--- config.mk ---
export PLATFORM = sky130hd
export DESIGN_NAME = itoa_ctrl
export DESIGN_NICKNAME = d
export VERILOG_FILES = /design/src/rtl/itoa_pkg.sv /design/src/rtl/itoa_ctrl.sv
export VERILOG_INCLUDE_DIRS = /design/src /design/src/rtl
export SDC_FILE = /design/constraint.sdc
export NUM_CORES = 1
export LEC_CHECK = 0
export ABC_AREA = 1
export BUFFER_PORTS_ARGS = -buffer_cell sky130_fd_sc_hd__buf_2
export CAP_MARGIN = 0
export CELL_PAD_IN_SITES_DETAIL_PLACEMENT = 0
export CELL_PAD_IN_SITES_GLOBAL_PLACEMENT = 2
export CORE_ASPECT_RATIO = 1.1
export CORE_UTILIZATION = 20
export CTS_CLUSTER_DIAMETER = 200
export DETAILED_ROUTE_END_ITERATION = 12
export PLACE_DENSITY_LB_ADDON = 0.1
export SYNTH_ARGS = -nofsm -noshare
export SYNTH_HDL_FRONTEND = slang
export SYNTH_SLANG_ARGS = --single-unit
--- constraint.sdc ---
create_clock -name i_clk -period 1.3 [get_ports i_clk]
set_clock_uncertainty 0.2 [all_clocks]
set_input_delay 0.26 -clock i_clk [delete_from_list [all_inputs] [get_ports i_clk]]
set_output_delay 0.26 -clock i_clk [all_outputs]
set_load 0.05 [all_outputs]
--- src/rtl/assert_macros.svh ---
// Assertion macros used by the formatter controller.
`ifndef ASSERT_MACROS_SVH
`define ASSERT_MACROS_SVH

// Property checked on every rising clock edge outside reset.
`define ITOA_ASSERT(label, clk, rst_n, prop) \
    label: assert property (@(posedge clk) disable iff (!rst_n) prop) \
        else $error("itoa: assertion failed");

// Antecedent in this cycle implies consequent in the next.
`define ITOA_ASSERT_NEXT(label, clk, rst_n, ante, cons) \
    label: assert property (@(posedge clk) disable iff (!rst_n) (ante) |=> (cons)) \
        else $error("itoa: next-cycle assertion failed");

`endif

--- src/rtl/itoa_pkg.sv ---
// Types, codes and character table for the integer-to-ASCII formatter.
`default_nettype none

package itoa_pkg;

    // Operand bits folded into the BCD register per conversion cycle.
    localparam int STEP_BITS = 8;

    // Mode codes: bit 1 selects hexadecimal (mode 3 behaves as mode 2).
    localparam logic [1:0] MODE_UDEC    = 2'd0;
    localparam logic [1:0] MODE_SDEC    = 2'd1;
    localparam logic [1:0] MODE_HEX     = 2'd2;
    localparam int         MODE_HEX_BIT = 1;

    typedef logic [3:0] t_digit;
    typedef logic [6:0] t_char;
    typedef logic [3:0] t_pos;

    localparam t_char CHAR_MINUS = 7'h2d;

    localparam t_char DIGIT_CHARS [16] = '{
        7'h30, 7'h31, 7'h32, 7'h33, 7'h34, 7'h35, 7'h36, 7'h37,
        7'h38, 7'h39, 7'h61, 7'h62, 7'h63, 7'h64, 7'h65, 7'h66
    };

    function automatic t_char digit_char(input t_digit d);
        return DIGIT_CHARS[d];
    endfunction

    // Controller to datapath.
    typedef struct packed {
        logic load;
        logic conv_step;
        logic find;
        logic emit_sign;
        logic emit_digit;
    } t_dp_cmd;

    // Datapath to controller.
    typedef struct packed {
        logic in_hex;
        logic neg;
        logic ptr_zero;
    } t_dp_status;

endpackage

`default_nettype wire

--- src/rtl/itoa_ctrl.sv ---
// Controller: sequences load, conversion, digit search and character output.
`default_nettype none

`include "assert_macros.svh"

module itoa_ctrl import itoa_pkg::*; #(
    parameter int STEPS = 4
) (
    input  logic       i_clk,
    input  logic       i_rst_n,
    input  logic       i_in_valid,
    output logic       o_in_ready,
    output logic       o_out_valid,
    input  logic       i_out_ready,
    input  t_dp_status i_status,
    output t_dp_cmd    o_cmd
);

    localparam int CNT_W = (STEPS > 1) ? $clog2(STEPS) : 1;

    localparam logic [2:0] S_IDLE  = 3'd0;
    localparam logic [2:0] S_CONV  = 3'd1;
    localparam logic [2:0] S_FIND  = 3'd2;
    localparam logic [2:0] S_SIGN  = 3'd3;
    localparam logic [2:0] S_DIGIT = 3'd4;

    logic [2:0]       r_state, n_state;
    logic [CNT_W-1:0] r_cnt, n_cnt;
    logic             r_out_valid, n_out_valid;
    logic             slot_free;
    logic             accept;
    logic             in_conv;
    logic             conv_or_find;
    logic             last_emit;

    assign slot_free = !r_out_valid || i_out_ready;
    assign accept    = i_in_valid && (r_state == S_IDLE);

    always_comb begin
        o_cmd       = '0;
        n_state     = r_state;
        n_cnt       = r_cnt;
        n_out_valid = r_out_valid && !i_out_ready;
        unique case (r_state)
            S_IDLE: begin
                if (i_in_valid) begin
                    o_cmd.load = 1'b1;
                    n_cnt      = '0;
                    n_state    = i_status.in_hex ? S_FIND : S_CONV;
                end
            end
            S_CONV: begin
                o_cmd.conv_step = 1'b1;
                if (r_cnt == CNT_W'(STEPS - 1)) begin
                    n_state = S_FIND;
                end else begin
                    n_cnt = r_cnt + 1'b1;
                end
            end
            S_FIND: begin
                o_cmd.find = 1'b1;
                n_state    = i_status.neg ? S_SIGN : S_DIGIT;
            end
            S_SIGN: begin
                if (slot_free) begin
                    o_cmd.emit_sign = 1'b1;
                    n_out_valid     = 1'b1;
                    n_state         = S_DIGIT;
                end
            end
            S_DIGIT: begin
                if (slot_free) begin
                    o_cmd.emit_digit = 1'b1;
                    n_out_valid      = 1'b1;
                    if (i_status.ptr_zero) begin
                        n_state = S_IDLE;
                    end
                end
            end
            default: begin
                n_state = S_IDLE;
            end
        endcase
    end

    always_ff @(posedge i_clk) begin
        if (!i_rst_n) begin
            r_state     <= S_IDLE;
            r_cnt       <= '0;
            r_out_valid <= 1'b0;
        end else begin
            r_state     <= n_state;
            r_cnt       <= n_cnt;
            r_out_valid <= n_out_valid;
        end
    end

    assign o_in_ready  = (r_state == S_IDLE);
    assign o_out_valid = r_out_valid;

    assign in_conv      = (r_state == S_CONV);
    assign conv_or_find = in_conv || (r_state == S_FIND);
    assign last_emit    = (r_state == S_DIGIT) && slot_free && i_status.ptr_zero;

    `ITOA_ASSERT_NEXT(a_accept_starts, i_clk, i_rst_n, accept, conv_or_find)
    `ITOA_ASSERT(a_cnt_range, i_clk, i_rst_n, in_conv |-> (r_cnt <= CNT_W'(STEPS - 1)))
    `ITOA_ASSERT_NEXT(a_last_emitted, i_clk, i_rst_n, last_emit, r_out_valid && o_in_ready)

endmodule

`default_nettype wire

==> impl_metrics.env <==
export IMPL_yosys_warnings=0
export IMPL_synth_compound_area_share_pct=16.2
export IMPL_r2r_start="r_state[1]"
export IMPL_slew_violations=0
export IMPL_place_ws_ps=-117
export IMPL_diodes=0
export IMPL_r2r_end="r_cnt[1]"
export IMPL_slew_headroom_pct=86.1
export IMPL_top_usage_layer="met2"
export IMPL_clockRootBuffer="clkbuf_4"
export IMPL_antenna_found_initial=0
export IMPL_rows=16
export IMPL_cts_max_path_buffers=2
export IMPL_finalWirelength_um=1110
export IMPL_clockPowerShare_pct=12.9
export IMPL_maxCapViolations=0
export IMPL_p_comb_share_pct=66.3
export IMPL_met1_usage_pct=14.8
export IMPL_postCtsHoldBufs=0
export IMPL_grt_pass1_vias=462
export IMPL_gp_congestion=0.712
export IMPL_violations="setup timing"
export IMPL_synth_top_family_by_area="simple AND/OR/NAND/NOR gates"
export IMPL_final_common_cell="buf_4"
export IMPL_totalPowerFinal_w=0.00135
export IMPL_layout_nets=105
export IMPL_powerDensity_nw_per_um2=1590
export IMPL_path_max_fanout=4
export IMPL_initial_utilization_pct=21.8
export IMPL_io_buffers=13
export IMPL_crit_arrival_ps=1070
export IMPL_avgRoutedWirePerCell_um=9.11
export IMPL_finalSetupViolCount=11
export IMPL_cts_buffers=3
export IMPL_met3_usage_pct=3.33
export IMPL_synthArstFlopShare_pct=0
export IMPL_met2_usage_pct=16.4
export IMPL_period_share_pct=118
export IMPL_power_leakage_nw=0.403
export IMPL_insertion_delay_ps=240
export IMPL_dpl_hpwl_um=881
export IMPL_synth_seq_cells=6
export IMPL_grt_pass1_wl_um=1840
export IMPL_cts_tree="done"
export IMPL_whs_path_depth=3
export IMPL_synthesis_area_um2=402
export IMPL_min_from="i_rst_n"
export IMPL_synthFlopType="dfxtp_1"
export IMPL_die_area_um2=2190
export IMPL_syn_avg_cell_area_um2=6.48
export IMPL_yosys_area_share_adder_pct=3.12
export IMPL_fp_coreArea_um2=1840
export IMPL_clock_sinks=6
export IMPL_seqPwrFrac_pct=20.8
export IMPL_p_int_w=0.000742
export IMPL_fmax_mhz=651
export IMPL_hold_class="in2reg"
export IMPL_finalCriticalPeriod_ps=1530
export IMPL_dieHeight_um=49
export IMPL_worst_slew_pin_slew_ps=206
export IMPL_synth_edf_count=0
export IMPL_setup_slack_ps=-235
export IMPL_drtIter0Drc=1
export IMPL_viasPerCell=4.09
export IMPL_placed_area_um2=668
export IMPL_grt_max_degree=7
export IMPL_grt_usage_pct=12.0
export IMPL_clk_pin_slew_worst_paths_ps=50
export IMPL_synthCells=62
export IMPL_syn2layout_area_growth_pct=112
export IMPL_grt_overflow_total=0
export IMPL_ant_nets=0
export IMPL_ys_types=20
export IMPL_synth_seq_area_share_pct=29.9
export IMPL_required_ps=840
export IMPL_num_vias=499
export IMPL_whs_endpoint="o_out_valid"
export IMPL_regToRegSetupSlack_ps=-200
export IMPL_drc=0
export IMPL_switchingPower_w=0.000613
export IMPL_muxShareOfSynthArea_pct=0
export IMPL_crit_type="reg2out"
export IMPL_swShare_pct=45.2
export IMPL_crit_start="r_state[1]"
export IMPL_irDropWorstVdd_mv=0.758
export IMPL_worstRegToRegCells=8
export IMPL_hold_viol=0
export IMPL_htree_levels=1
export IMPL_drtPass1Iterations=2
export IMPL_synth_nets=70
export IMPL_io_pins=14
export IMPL_synth_xor_area_share_pct=0
export IMPL_critPathLaunchType="flip-flop"
export IMPL_status="complete, but fails checks"
export IMPL_drive_above_1_share_pct=71.6
export IMPL_final_cell_mix="buf_4 (16), nand2_1 (7), nor2_4 (6), buf_2 (6), buf_6 (6)"
export IMPL_die_x_um=44.7
export IMPL_final_cell_area_um2=853
export IMPL_rsz0062_at_grt="true"
export IMPL_cp_end_kind="output pin"
export IMPL_yosys_area_share_simple_pct=38.3
export IMPL_post_route_util_pct=46.3
-- worst max-delay path, stage by stage (launching register included) --
cell and delay, ps:
dfxtp_4 360, nor2_4 140, nand2_4 90, nor2_4 90
buf_6 160
-- flip-flops by register name, summed over array words and instances (netlist names) --
| signal | cells |
|---|---|
| o_out_valid | 1 |
| r_cnt | 2 |
| r_state | 3 |
-- power by group through the flow --
stage	Combinational [W]	Clock [W]	Sequential, W
detailed placement	0.000672	0	0.000263
floorplan	0.000483	0	0.000279
global placement	0.000673	0	0.000264
CTS	0.000828	0.000182	0.000277
finish	0.000898	0.000175	0.000281
global route	0.000966	0.000200	0.000288
-- worst max-delay path by stage --
stage          depth (start not counted)  endpoint
2_1_floorplan                          3  o_cmd[0]
3_3_place_gp                           4  o_cmd[4]
3_5_place_dp                           4  o_cmd[4]
4_1_cts                                4  o_cmd[4]
5_1_grt                                4  o_cmd[4]
6_report                               4  o_cmd[4]
-- Yosys cell counts, types with 2 or more instances --
| cell | count | area share, % |
|---|---|---|
| inv_1 | 9 | 8.4 |
| dfxtp_1 | 6 | 30 |
| nand2_2 | 3 | 4.7 |
| nand3_1 | 4 | 5.0 |
| a21oi_1 | 4 | 5.0 |
| inv_2 | 3 | 2.8 |
| nor2_1 | 8 | 7.5 |
| nand2_1 | 9 | 8.4 |
| nor2_2 | 2 | 3.1 |
| nor3_1 | 2 | 2.5 |
| o21ai_1 | 3 | 3.7 |
-- final cells by class --
type                            count  area [um2]
Clock buffer                        3        22.5
Fill cell                         194         988
Inverter                           13        71.3
Multi-Input combinational cell     43         340
Sequential cell                     6         138
Tap cell                           27        33.8
Timing Repair Buffer               30         248
-- cell families (layout without fill, tap and decap cells) --
group | Yosys count | count (layout)
AND/OR/NAND/NOR | 31 | 31
buffers and inverters | 13 | 46
AO/OA/AOI/OAI | 11 | 11
flip-flops | 6 | 6
adder cells (fa/ha/maj) | 1 | 1
-- metal layers --
metal | share of wire, % | vias up
li1 | - | 267
met1 | 48 | 218
met2 | 46 | 12
met3 | 3.8 | 2
met4 | 2.4 | 0
met5 | 0 | -
-- timing repair --
item | CTS | global route
setup buffers | 3 | 4
setup endpoints to repair | 12 | 12
pin swaps | 8 | 4
gates resized for setup | 24 | 9
-- per-stage QoR --
stage          hold WS, ps  cells  setup TNS, ps
4_1_cts               83.4    118          -1780
3_3_place_gp           307    112           -890
6_report              80.1    122          -1760
5_1_grt               87.5    122          -2460
2_1_floorplan          174     62           -320
3_5_place_dp           316    112           -749
Note: power is estimated with default switching activity, not from simulation.
